File: src/pds_pkg.sv
// Shared constants, types and the microcode table for the differential steering core.
// Depends on nothing; every other file refers to it by scoped names.
`default_nettype none

package pds_pkg;

    // Field and arithmetic widths.
    localparam int ERROR_WIDTH    = 8;
    localparam int SUM_WIDTH      = 24;
    localparam int GAIN_FRAC_BITS = 12;
    localparam int LEVEL_LIMIT    = 4;
    localparam int GAIN_W         = 16;
    localparam int LEVEL_W        = 4;
    localparam int CFG_IDX_W      = 3;
    localparam int DIFF_W         = ERROR_WIDTH + 1;

    // Multiplier operand B must hold the integral, the difference and the level.
    localparam int MUL_B_W = (SUM_WIDTH > DIFF_W) ? SUM_WIDTH : DIFF_W;
    localparam int PROD_W  = GAIN_W + 1 + MUL_B_W;
    localparam int ACC_W   = PROD_W + 2;
    // Wheel arithmetic: base plus level times step never exceeds this width.
    localparam int SPD_W   = GAIN_W + LEVEL_W;

    // Register indexes on the configuration port.
    localparam logic [CFG_IDX_W-1:0] CFG_PROP_GAIN  = 3'd0;
    localparam logic [CFG_IDX_W-1:0] CFG_INTEG_GAIN = 3'd1;
    localparam logic [CFG_IDX_W-1:0] CFG_DERIV_GAIN = 3'd2;
    localparam logic [CFG_IDX_W-1:0] CFG_BASE_SPEED = 3'd3;
    localparam logic [CFG_IDX_W-1:0] CFG_SPEED_STEP = 3'd4;
    localparam logic [CFG_IDX_W-1:0] CFG_MAX_SPEED  = 3'd5;

    // Reset values of the configuration registers.
    localparam logic [GAIN_W-1:0] RST_PROP_GAIN  = 16'd10240;
    localparam logic [GAIN_W-1:0] RST_INTEG_GAIN = 16'd41;
    localparam logic [GAIN_W-1:0] RST_DERIV_GAIN = 16'd4096;
    localparam logic [GAIN_W-1:0] RST_BASE_SPEED = 16'd20000;
    localparam logic [GAIN_W-1:0] RST_SPEED_STEP = 16'd5000;
    localparam logic [GAIN_W-1:0] RST_MAX_SPEED  = 16'd65535;

    // Microprogram address width and step count.
    localparam int UPC_W = 3;

    typedef enum logic [1:0] {
        A_PROP,
        A_INTEG,
        A_DERIV,
        A_STEP
    } a_sel_t;

    typedef enum logic [1:0] {
        B_ERROR,
        B_SUM,
        B_DIFF,
        B_LEVEL
    } b_sel_t;

    typedef enum logic [1:0] {
        ACC_HOLD,
        ACC_LOAD,
        ACC_ADD
    } acc_op_t;

    typedef enum logic [1:0] {
        COND_ALWAYS,
        COND_IN_BEAT,
        COND_OUT_FREE
    } cond_t;

    typedef struct packed {
        a_sel_t             a_sel;
        b_sel_t             b_sel;
        logic               mul_en;
        acc_op_t            acc_op;
        logic               level_en;
        logic               finish;
        cond_t              cond;
        logic [UPC_W-1:0]   next_addr;
    } ctrl_word_t;

    // Program: wait for a beat, three gain products summed, level, speed product, finish.
    function automatic ctrl_word_t ucode_rom(input logic [UPC_W-1:0] addr);
        ctrl_word_t w;
        w = '{a_sel: A_PROP, b_sel: B_ERROR, mul_en: 1'b0, acc_op: ACC_HOLD,
              level_en: 1'b0, finish: 1'b0, cond: COND_ALWAYS, next_addr: '0};
        unique case (addr)
            3'd0: begin
                w.cond      = COND_IN_BEAT;
                w.next_addr = 3'd1;
            end
            3'd1: begin
                w.a_sel     = A_PROP;
                w.b_sel     = B_ERROR;
                w.mul_en    = 1'b1;
                w.next_addr = 3'd2;
            end
            3'd2: begin
                w.a_sel     = A_INTEG;
                w.b_sel     = B_SUM;
                w.mul_en    = 1'b1;
                w.acc_op    = ACC_LOAD;
                w.next_addr = 3'd3;
            end
            3'd3: begin
                w.a_sel     = A_DERIV;
                w.b_sel     = B_DIFF;
                w.mul_en    = 1'b1;
                w.acc_op    = ACC_ADD;
                w.next_addr = 3'd4;
            end
            3'd4: begin
                w.acc_op    = ACC_ADD;
                w.next_addr = 3'd5;
            end
            3'd5: begin
                w.level_en  = 1'b1;
                w.next_addr = 3'd6;
            end
            3'd6: begin
                w.a_sel     = A_STEP;
                w.b_sel     = B_LEVEL;
                w.mul_en    = 1'b1;
                w.next_addr = 3'd7;
            end
            3'd7: begin
                w.finish    = 1'b1;
                w.cond      = COND_OUT_FREE;
                w.next_addr = 3'd0;
            end
            default: begin
                w.next_addr = '0;
            end
        endcase
        return w;
    endfunction

endpackage

`default_nettype wire

File: src/pid_differential_steering_core.sv
// Top level of the PID differential steering core: sequencer, datapath and registers.
// Depends on pds_pkg for widths, control word type and the microcode table.
`default_nettype none

// One error beat in, one wheel-speed beat out. The core works on one sample at a
// time: a beat is taken in the idle step, and its result lands in the output
// register when the last step completes, so a new sample is taken only once the
// previous one has run through the whole microprogram. The microprogram runs the
// three gain products and the level-times-step product one after another through a
// single shared 17 x 24 multiplier. A finished result waits in the output register
// while the next sample is taken; the last step stalls only if the previous result
// has still not been taken. Configuration is written with cfg_we, cfg_index and
// cfg_wdata and takes effect at once; indexes beyond the six registers are ignored.
module pid_differential_steering_core (
    input  wire logic                                   aclk,
    input  wire logic                                   aresetn,
    input  wire logic                                   cfg_we,
    input  wire logic [pds_pkg::CFG_IDX_W-1:0]          cfg_index,
    input  wire logic [pds_pkg::GAIN_W-1:0]             cfg_wdata,
    input  wire logic                                   s_valid,
    output logic                                        s_ready,
    input  wire logic signed [pds_pkg::ERROR_WIDTH-1:0] s_position_error,
    output logic                                        m_valid,
    input  wire logic                                   m_ready,
    output logic [pds_pkg::GAIN_W-1:0]                  m_left_speed,
    output logic [pds_pkg::GAIN_W-1:0]                  m_right_speed,
    output logic signed [pds_pkg::LEVEL_W-1:0]          m_turn_level,
    output logic                                        m_turn_right
);

    localparam int EW = pds_pkg::ERROR_WIDTH;
    localparam int SW = pds_pkg::SUM_WIDTH;
    localparam int GW = pds_pkg::GAIN_W;
    localparam int LW = pds_pkg::LEVEL_W;
    localparam int BW = pds_pkg::MUL_B_W;
    localparam int PW = pds_pkg::PROD_W;
    localparam int AW = pds_pkg::ACC_W;
    localparam int VW = pds_pkg::SPD_W;
    localparam int DW = pds_pkg::DIFF_W;

    localparam logic signed [AW-1:0] LIM =
        AW'(pds_pkg::LEVEL_LIMIT) << pds_pkg::GAIN_FRAC_BITS;
    localparam logic signed [SW-1:0] SUM_MAX = {1'b0, {(SW-1){1'b1}}};
    localparam logic signed [SW-1:0] SUM_MIN = {1'b1, {(SW-1){1'b0}}};

    // Configuration registers.
    logic [GW-1:0] prop_gain_reg, integ_gain_reg, deriv_gain_reg;
    logic [GW-1:0] base_speed_reg, speed_step_reg, max_speed_reg;

    // Controller state.
    logic [pds_pkg::UPC_W-1:0] upc_reg, upc_next;
    pds_pkg::ctrl_word_t       ctrl;
    logic                      advance;

    // Datapath registers.
    logic signed [EW-1:0] err_reg;
    logic signed [SW-1:0] error_sum_reg, error_sum_next;
    logic signed [EW-1:0] prev_error_reg;
    logic signed [DW-1:0] prev_diff_reg, prev_diff_next;
    logic signed [PW-1:0] prod_reg, prod_next;
    logic signed [AW-1:0] acc_reg, acc_next;
    logic [LW-1:0]        mag_reg, mag_next;
    logic                 pos_reg, pos_next;

    // Output registers.
    logic                 m_valid_reg, m_valid_next;
    logic [GW-1:0]        left_reg, left_next;
    logic [GW-1:0]        right_reg, right_next;
    logic signed [LW-1:0] level_reg, level_next;
    logic                 right_dir_reg;

    // Shared multiplier operands.
    logic [GW-1:0]        mul_a;
    logic signed [GW:0]   mul_a_s;
    logic signed [BW-1:0] mul_b;

    logic signed [AW-1:0] abs_acc;
    logic signed [SW:0]   sum_wide;
    logic [VW-1:0]        add_amt, base_ext, fast_full;

    assign ctrl = pds_pkg::ucode_rom(upc_reg);

    // Step counter; each step waits until its condition holds before moving on.
    always_comb begin
        unique case (ctrl.cond)
            pds_pkg::COND_IN_BEAT:  advance = s_valid;
            pds_pkg::COND_OUT_FREE: advance = !m_valid_reg || m_ready;
            pds_pkg::COND_ALWAYS:   advance = 1'b1;
            default:                advance = 1'b1;
        endcase
        upc_next = advance ? ctrl.next_addr : upc_reg;
    end

    assign s_ready = (ctrl.cond == pds_pkg::COND_IN_BEAT);

    always_ff @(posedge aclk) begin
        if (!aresetn) begin
            upc_reg <= '0;
        end else begin
            upc_reg <= upc_next;
        end
    end

    always_ff @(posedge aclk) begin
        if (!aresetn) begin
            prop_gain_reg  <= pds_pkg::RST_PROP_GAIN;
            integ_gain_reg <= pds_pkg::RST_INTEG_GAIN;
            deriv_gain_reg <= pds_pkg::RST_DERIV_GAIN;
            base_speed_reg <= pds_pkg::RST_BASE_SPEED;
            speed_step_reg <= pds_pkg::RST_SPEED_STEP;
            max_speed_reg  <= pds_pkg::RST_MAX_SPEED;
        end else if (cfg_we) begin
            unique case (cfg_index)
                pds_pkg::CFG_PROP_GAIN:  prop_gain_reg  <= cfg_wdata;
                pds_pkg::CFG_INTEG_GAIN: integ_gain_reg <= cfg_wdata;
                pds_pkg::CFG_DERIV_GAIN: deriv_gain_reg <= cfg_wdata;
                pds_pkg::CFG_BASE_SPEED: base_speed_reg <= cfg_wdata;
                pds_pkg::CFG_SPEED_STEP: speed_step_reg <= cfg_wdata;
                pds_pkg::CFG_MAX_SPEED:  max_speed_reg  <= cfg_wdata;
                default: ;
            endcase
        end
    end

    // Operand selection for the shared multiplier.
    always_comb begin
        unique case (ctrl.a_sel)
            pds_pkg::A_PROP:  mul_a = prop_gain_reg;
            pds_pkg::A_INTEG: mul_a = integ_gain_reg;
            pds_pkg::A_DERIV: mul_a = deriv_gain_reg;
            pds_pkg::A_STEP:  mul_a = speed_step_reg;
            default:          mul_a = prop_gain_reg;
        endcase
        unique case (ctrl.b_sel)
            pds_pkg::B_ERROR: mul_b = BW'(err_reg);
            pds_pkg::B_SUM:   mul_b = BW'(error_sum_reg);
            pds_pkg::B_DIFF:  mul_b = BW'(prev_diff_reg);
            pds_pkg::B_LEVEL: mul_b = BW'($signed({1'b0, mag_reg}));
            default:          mul_b = BW'(err_reg);
        endcase
        mul_a_s   = $signed({1'b0, mul_a});
        prod_next = PW'(mul_a_s * mul_b);
    end

    always_comb begin
        unique case (ctrl.acc_op)
            pds_pkg::ACC_LOAD: acc_next = AW'(prod_reg);
            pds_pkg::ACC_ADD:  acc_next = acc_reg + AW'(prod_reg);
            pds_pkg::ACC_HOLD: acc_next = acc_reg;
            default:           acc_next = acc_reg;
        endcase
    end

    // Clamp the control sum and truncate its magnitude toward zero.
    always_comb begin
        pos_next = !acc_reg[AW-1] && (acc_reg != '0);
        abs_acc  = pos_next ? acc_reg : -acc_reg;
        if (abs_acc > LIM) begin
            mag_next = LW'(pds_pkg::LEVEL_LIMIT);
        end else begin
            mag_next = abs_acc[pds_pkg::GAIN_FRAC_BITS +: LW];
        end
    end

    // Wheel speeds from the level-times-step product, then state update terms.
    always_comb begin
        add_amt   = prod_reg[VW-1:0];
        base_ext  = VW'(base_speed_reg);
        fast_full = base_ext + add_amt;
        if (fast_full > VW'(max_speed_reg)) begin
            fast_full = VW'(max_speed_reg);
        end
        if (pos_reg) begin
            left_next  = fast_full[GW-1:0];
            right_next = (add_amt > base_ext) ? '0 : GW'(base_ext - add_amt);
            level_next = $signed(mag_reg);
        end else begin
            left_next  = (add_amt > base_ext) ? '0 : GW'(base_ext - add_amt);
            right_next = fast_full[GW-1:0];
            level_next = $signed(LW'(-mag_reg));
        end

        prev_diff_next = DW'(err_reg) - DW'(prev_error_reg);
        sum_wide       = (SW+1)'(error_sum_reg) + (SW+1)'(err_reg);
        if (sum_wide[SW] != sum_wide[SW-1]) begin
            error_sum_next = sum_wide[SW] ? SUM_MIN : SUM_MAX;
        end else begin
            error_sum_next = sum_wide[SW-1:0];
        end
    end

    always_comb begin
        m_valid_next = m_valid_reg;
        if (m_valid_reg && m_ready) begin
            m_valid_next = 1'b0;
        end
        if (ctrl.finish && advance) begin
            m_valid_next = 1'b1;
        end
    end

    always_ff @(posedge aclk) begin
        if (!aresetn) begin
            error_sum_reg  <= '0;
            prev_error_reg <= '0;
            prev_diff_reg  <= '0;
            m_valid_reg    <= 1'b0;
        end else begin
            m_valid_reg <= m_valid_next;
            if (ctrl.finish && advance) begin
                error_sum_reg  <= error_sum_next;
                prev_error_reg <= err_reg;
                prev_diff_reg  <= prev_diff_next;
            end
        end
    end

    always_ff @(posedge aclk) begin
        if (s_valid && s_ready) begin
            err_reg <= s_position_error;
        end
        if (ctrl.mul_en) begin
            prod_reg <= prod_next;
        end
        acc_reg <= acc_next;
        if (ctrl.level_en) begin
            mag_reg <= mag_next;
            pos_reg <= pos_next;
        end
        if (ctrl.finish && advance) begin
            left_reg      <= left_next;
            right_reg     <= right_next;
            level_reg     <= level_next;
            right_dir_reg <= pos_reg;
        end
    end

    assign m_valid       = m_valid_reg;
    assign m_left_speed  = left_reg;
    assign m_right_speed = right_reg;
    assign m_turn_level  = level_reg;
    assign m_turn_right  = right_dir_reg;

endmodule

`default_nettype wire

File: config.mk
export PLATFORM = sky130hd
export DESIGN_NAME = pid_differential_steering_core
export DESIGN_NICKNAME = d
export VERILOG_FILES = /design/src/pds_pkg.sv /design/src/pid_differential_steering_core.sv
export SDC_FILE = /design/constraint.sdc
export NUM_CORES = 2
export LEC_CHECK = 0
export BUFFER_PORTS_ARGS = -buffer_cell sky130_fd_sc_hd__buf_2
export CAP_MARGIN = 20
export CORE_ASPECT_RATIO = 0.8
export CORE_MARGIN = 2
export CORE_UTILIZATION = 49
export CTS_BUF_LIST = sky130_fd_sc_hd__clkbuf_8 sky130_fd_sc_hd__clkbuf_16
export CTS_CLUSTER_DIAMETER = 200
export DETAILED_ROUTE_END_ITERATION = 8
export GPL_TIMING_DRIVEN = 0
export HOLD_SLACK_MARGIN = 0.08
export PLACE_DENSITY = 0.71
export SYNTH_ARGS = -nofsm -noshare
export SYNTH_HDL_FRONTEND = slang
export SYNTH_SLANG_ARGS = --single-unit
export TNS_END_PERCENT = 30
File: constraint.sdc
create_clock -name aclk -period 9 [get_ports aclk]
set_clock_uncertainty 0.1 [all_clocks]
set_input_delay 1.35 -clock aclk [delete_from_list [all_inputs] [get_ports aclk]]
set_output_delay 1.35 -clock aclk [all_outputs]
set_load 0.02 [all_outputs]
Word level (Yosys, flattened, before mapping)
Index checks and enable logic that the tools add are counted.
{"block": "op_classes", "mul": 1, "n_eq_ne": 23, "add_sub_neg": 7, "n_mux": 20, "n_reduce_logical": 21, "order_cmp": 3}
{"cell": "24-bit case mux with 4 select lines", "count": 1}
{"cell": "43-bit case mux with 2 select lines", "count": 1}
{"cell": "16-bit 2-to-1 mux", "count": 4}
{"cell": "16-bit case mux with 4 select lines", "count": 1}
{"cell": "24-bit 2-to-1 mux", "count": 2}
{"cell": "43-bit by 41-bit adder with 43-bit output", "count": 1}
{"cell": "43-bit by 16-bit greater-than comparator with 1-bit output, second input constant", "count": 1}
{"cell": "43-bit 2-to-1 mux", "count": 1}
{"cell": "43-bit negation", "count": 1}
{"cell": "43-bit nonzero test", "count": 1}
{"cell": "17-bit by 24-bit multiplier with 41-bit output", "count": 1}
{"cell": "20-bit by 16-bit greater-than comparator with 1-bit output", "count": 2}
{"cell": "24-bit by 8-bit adder with 25-bit output", "count": 1}
{"cell": "3-bit case mux with 8 select lines", "count": 1}
{"cell": "16-bit by 20-bit adder with 20-bit output", "count": 1}
{"cell": "5-bit case mux with 4 select lines", "count": 1}
{"cell": "3-bit equality test, second input constant", "count": 6}
{"cell": "16-bit subtractor", "count": 1}
{"cell": "2-bit equality test, second input constant", "count": 6}
{"cell": "3-bit by 2-bit equality test with 1-bit output, second input constant", "count": 4}
{"cell": "2-bit AND reduction", "count": 6}
{"cell": "8-bit by 8-bit subtractor with 9-bit output", "count": 1}
{"cell": "2-bit by 1-bit equality test with 1-bit output, second input constant", "count": 4}
{"cell": "2-bit case mux with 2 select lines", "count": 2}
{"cell": "13 further kinds", "count": 24}
{"block": "word_totals", "ff_bits": 275, "in_bits": 32, "wordCells": 95, "out_inout_bits": 39}

Longest topological paths before layout
{"block": "logic_depth", "depth_word": 6, "depth_mapped": 31, "mapped_depth_nobuf": 28}

Least setup slack after synthesis
Ideal clock, no wire load.
{"block": "synth_path", "path_kind": "reg-to-reg", "startpoint": "register upc_reg[2] (netlist bit)", "endpoint": "register prod_reg[39] (data pin)", "required_time_ps": 8635, "t_arrival_ps": 7722, "slack_ps": 913, "period_less_slack_ps": 8087, "setup_ps": 265, "path_stages_with_launch": 29, "n_path_buf": 3, "path_cell_list": "dfxtp_1 clkbuf_1 inv_1 nand2_1 clkbuf_1 o22ai_1 a21oi_1 clkbuf_1 nand2_1 fa_1 inv_1 fa_1 fa_1 fa_1 fa_1 inv_1 fa_1 inv_1 ha_1 o21a_1 o21ai_1 nand2b_1 a21oi_1 a311oi_1 or3_1 a41o_1 a221o_1 nor4b_1 or3_1"}
{"block": "synth_between", "elab_chain_len": 5, "elab_cells_between_ends": 16, "classes_between": "mul (1); eq/ne (10); mux (3); reduce/logical (2)"}
{"item": "start: declaration", "line_no": "pid_differential_steering_core.sv:51", "source": "logic [pds_pkg::UPC_W-1:0] upc_reg, upc_next;"}
{"item": "start signal: assignment", "line_no": "pid_differential_steering_core.sv:100", "source": "upc_reg <= upc_next;"}
{"item": "3-bit equality test, or another cell as far along", "line_no": "pds_pkg.sv:85", "source": "unique case (addr)"}
{"item": "5-bit case mux with 4 select lines (*)", "line_no": "pds_pkg.sv:85"}
{"item": "2-bit equality test, or another cell as far along", "line_no": "pid_differential_steering_core.sv:127", "source": "unique case (ctrl.a_sel)"}
{"item": "16-bit case mux with 4 select lines / 24-bit case mux with 4 select lines (equally long branches)", "line_no": "pid_differential_steering_core.sv:127, pid_differential_steering_core.sv:134"}
{"item": "17-bit by 24-bit multiplier with 41-bit output (*)", "line_no": "pid_differential_steering_core.sv:142", "source": "prod_next = PW'(mul_a_s * mul_b);"}
{"item": "net prod_next[39]", "line_no": "pid_differential_steering_core.sv:60", "source": "logic signed [PW-1:0] prod_reg, prod_next;"}
{"item": "end signal: assignment", "line_no": "pid_differential_steering_core.sv:223", "source": "prod_reg <= prod_next;"}
{"item": "end: declaration", "line_no": "pid_differential_steering_core.sv:60"}
The timed path passes the listed nets; every way through them passes the cells marked *.
A chain may end at the register's enable or synchronous reset.

Worst setup path after layout
{"block": "layout_path", "startpoint": "register upc_reg[0] (netlist bit)", "endpoint": "register prod_reg[39] (data pin)"}
Same word-level chain as after synthesis.

==> results.ini <==
[route]
routed_via_density=5.659
via_count=26130
dr.first_iter.drc_count=2472
avgRoutedWirePerCell_um=19.63
drc=0
final_antenna_net_count=0
firstDrtPassIters=5
drt_wl_total_mm=90.64

[layout]
syn2layout_area_growth_pct=8.573
largest_reg_flops=43
finalInstanceArea_mm2=0.03432
antenna_cells=0
nFillCells=5992
layout-drive-gt1-share=0.07778
layout.core_utilization=0.5365
num-nets-final=4399

[logic_synthesis]
synth_area_mm2=0.03161
synth_edf_count=134
synth.most_common_cell=inv_1
netlist-cell-type-count=94
synth_seq_cells=275
synthFlopType=dfxtp_1
synth_area_leaders=fa_1 24%, edfxtp_1 13%, ha_1 9.5%
ys_seq_area_frac=0.2166
synth_fp_nets=4291
yosysWarnings=0
synth_top_area_share=0.2419
syn_avg_cell_area_um2=8.691
yosys.area.top_type=fa_1
syn_inst=3637
synthArstFlopShare=0
yosys-top-cells-count=578 x inv_1, 540 x nand2_1, 382 x fa_1, 263 x nor2_1, 248 x a21oi_1

[timing]
layout_min_cycle_time_ns=8.688
finalMaxSlewViolations=0
slew_headroom=0.2443
worst_slew_pin_slew_ns=1.129
fin_crit_sh=0.9653
hold_violations=0
setup_viol=0
fmax_mhz=115.1
rsz0062_at_grt=yes

[power]
p_sw_frac=0.5023
vdd_ir_drop_max_uv=520.1
p_per_area_mw_per_mm2=425.9
p_int_w=0.007274
clockPowerShare=0.084
p_sw_w=0.007342
combPwrFrac=0.771
leakage_nw=15.63
seq_power_share=0.145

[die]
start_util=0.4941
die_h_um=231.2
fp.dieW_um=288.0
die_area_mm2=0.06657
rows=83
core_mm2=0.06397
ios=71

[setup_path]
timing.critical_path.slowest_stage_cell=fa_1
cp_max_fo=10
endpoint_kind=flip-flop
timing.rr.end=prod_reg[39]
worst-r2r-setup-slack_ns=0.31
arrival_ns=8.92
reg2regPathDepth=24
max_stage_delay_ns=0.55
r2r-start=upc_reg[0]
required_ns=9.23
path_common_cell=fa_1
worstSetupPathType=reg2reg
crit_chain=clkbuf_2, mux2_2, o221ai_4, clkbuf_2, nor2_1, fa_1, inv_1, fa_1, fa_1, inv_1, fa_1, fa_1, fa_1, ha_1, a21oi_1, o21a_1, o21ai_1, o211ai_1, a311oi_1, or3_1, a41o_1, a221o_1, nor4b_1, or3_1
critPathLaunchType=flip-flop

[cts]
cts_tree=done
holdBufCountCts=0
clkTransAtPathRegs_ns=0.07
clock_sinks=275
h-tree-depth=1
clock_latency_ns=0.60
clock-root-buffer=clkbuf_16
cts_buffers=29
clock_path_buffers=3

[global_routing]
antenna_found_initial=2
grt_overflow=0
met1_usage=0.4072
grt_pass1_vias=25580
grt_max_degree=38
grt_use_total=0.2757
grt_pass1_wl_mm=144.3
busiest_layer=met1
grt_use_met2=0.4012
grtUsageMet3=0.06969

[place]
placed_cell_area_mm2=0.03312
io_buffers=70
gp_congestion=0.9871
dp_hpwl_mm=72.54

[job]
drv_cap=0

[hold_path]
min_to=integ_gain_reg[11]
hp-class=reg2reg
hold_depth=2
worstHoldStart=integ_gain_reg[11]

[status]
status=finished, final reports clean

==> logic make-up after synthesis <==
group,share of synthesized area
mux,0.02696
simple gates,0.1573
xor+xnor,0.03436
other cells,0.0001186
fa+ha+maj,0.3395
flops,0.2166
compound gates,0.1365
buf+inv,0.08878
==> layout by cell type, fill, tap and decap left out, drive strengths merged, types with 31 or more instances in the layout <==
master / synthesis / routed
inv: 581 / 590
nor2: 263 / 263
nand3: 52 / 52
fa: 382 / 382
nor3: 33 / 33
o211ai: 31 / 31
ha: 240 / 240
o21ai: 115 / 115
o21a: 36 / 36
dfxtp: 141 / 141
nand2b: 39 / 39
edfxtp: 134 / 134
mux2: 33 / 33
buf: 18 / 98
a21oi: 249 / 249
xor2: 47 / 47
a21o: 67 / 67
o22ai: 41 / 41
nand2: 540 / 540
clkbuf: 129 / 161
xnor2: 77 / 77
mux2i: 48 / 48
==> worst max path at each step <==
stage | from | to | slack, ns | cells after the start
finish | upc_reg[0] | prod_reg[39] | 0.31 | 24
global route | upc_reg[2] | prod_reg[39] | -0.03 | 28
CTS | upc_reg[0] | prod_reg[39] | 0.003 | 26
detailed placement | upc_reg[0] | prod_reg[40] | -1.35 | 27
global placement | upc_reg[0] | prod_reg[40] | -1.44 | 26
floorplan | upc_reg[2] | prod_reg[39] | 0.91 | 28
==> power by group through the flow <==
| stage | Combinational [W] | Clock (W) | Sequential, W |
|---|---|---|---|
| after floorplan | 0.00836 | 0 | 0.00205 |
| after global placement | 0.0107 | 0 | 0.00214 |
| after detailed placement | 0.0109 | 0 | 0.00213 |
| after CTS | 0.0111 | 0.00124 | 0.00211 |
| after global routing | 0.0127 | 0.00129 | 0.00213 |
| final | 0.0113 | 0.00122 | 0.00212 |
==> metal layers <==
| metal | share of wire | vias up |
|---|---|---|
| met4 | 0.028 | 2 |
| li1 | - | 12180 |
| met2 | 0.41 | 1260 |
| met5 | 0.00013 | - |
| met1 | 0.45 | 12500 |
| met3 | 0.11 | 191 |
==> metrics by stage <==
stage	instances	hold slack, ns	worst slack (ns)	setup TNS, ns	power (W)
2_1_floorplan	3637	0.3277	0.9127	0	0.01041
6_report	4617	0.3527	0.3122	0	0.01462
5_1_grt	4617	0.3702	-0.02886	-0.02886	0.01611
4_1_cts	4616	0.3554	0.002523	0	0.01443
3_3_place_gp	4557	0.3386	-1.444	-7.452	0.01284
3_5_place_dp	4563	0.3456	-1.353	-4.988	0.01304
==> what timing repair did <==
| action | 4_1_cts | 5_1_grt |
|---|---|---|
| setup buffers | 1 | 2 |
| gates resized for setup | 51 | 49 |
| setup endpoints to repair | 11 | 6 |
| endpoints found under the hold margin | 0 | 0 |
| pin swaps | 0 | 0 |
==> layout make-up <==
cell class              instances  area (µm²)  share of cell area
inverters                     581        2181             0.06354
flip-flops and latches        275        6848              0.1995
clock inverters                18       118.9            0.003463
multi-input cells            2632       22130              0.6448
repair buffers                 79       459.2             0.01338
well taps                     850        1064             0.03099
clock buffers                  35       842.1             0.02454
plain buffers                 147       679.4             0.01980
==> critical path, delay by kind of cell (launching register included) <==
family                     cells  cell delay [ns]
buffers and inverters          4             0.88
DFF                            1             0.47
muxes                          1             0.43
AOI/OAI and AO/OA              8             1.94
and+or+nand+nor                4             1.10
adders and majority gates      7             3.46
(Power assumes the default switching activity.)
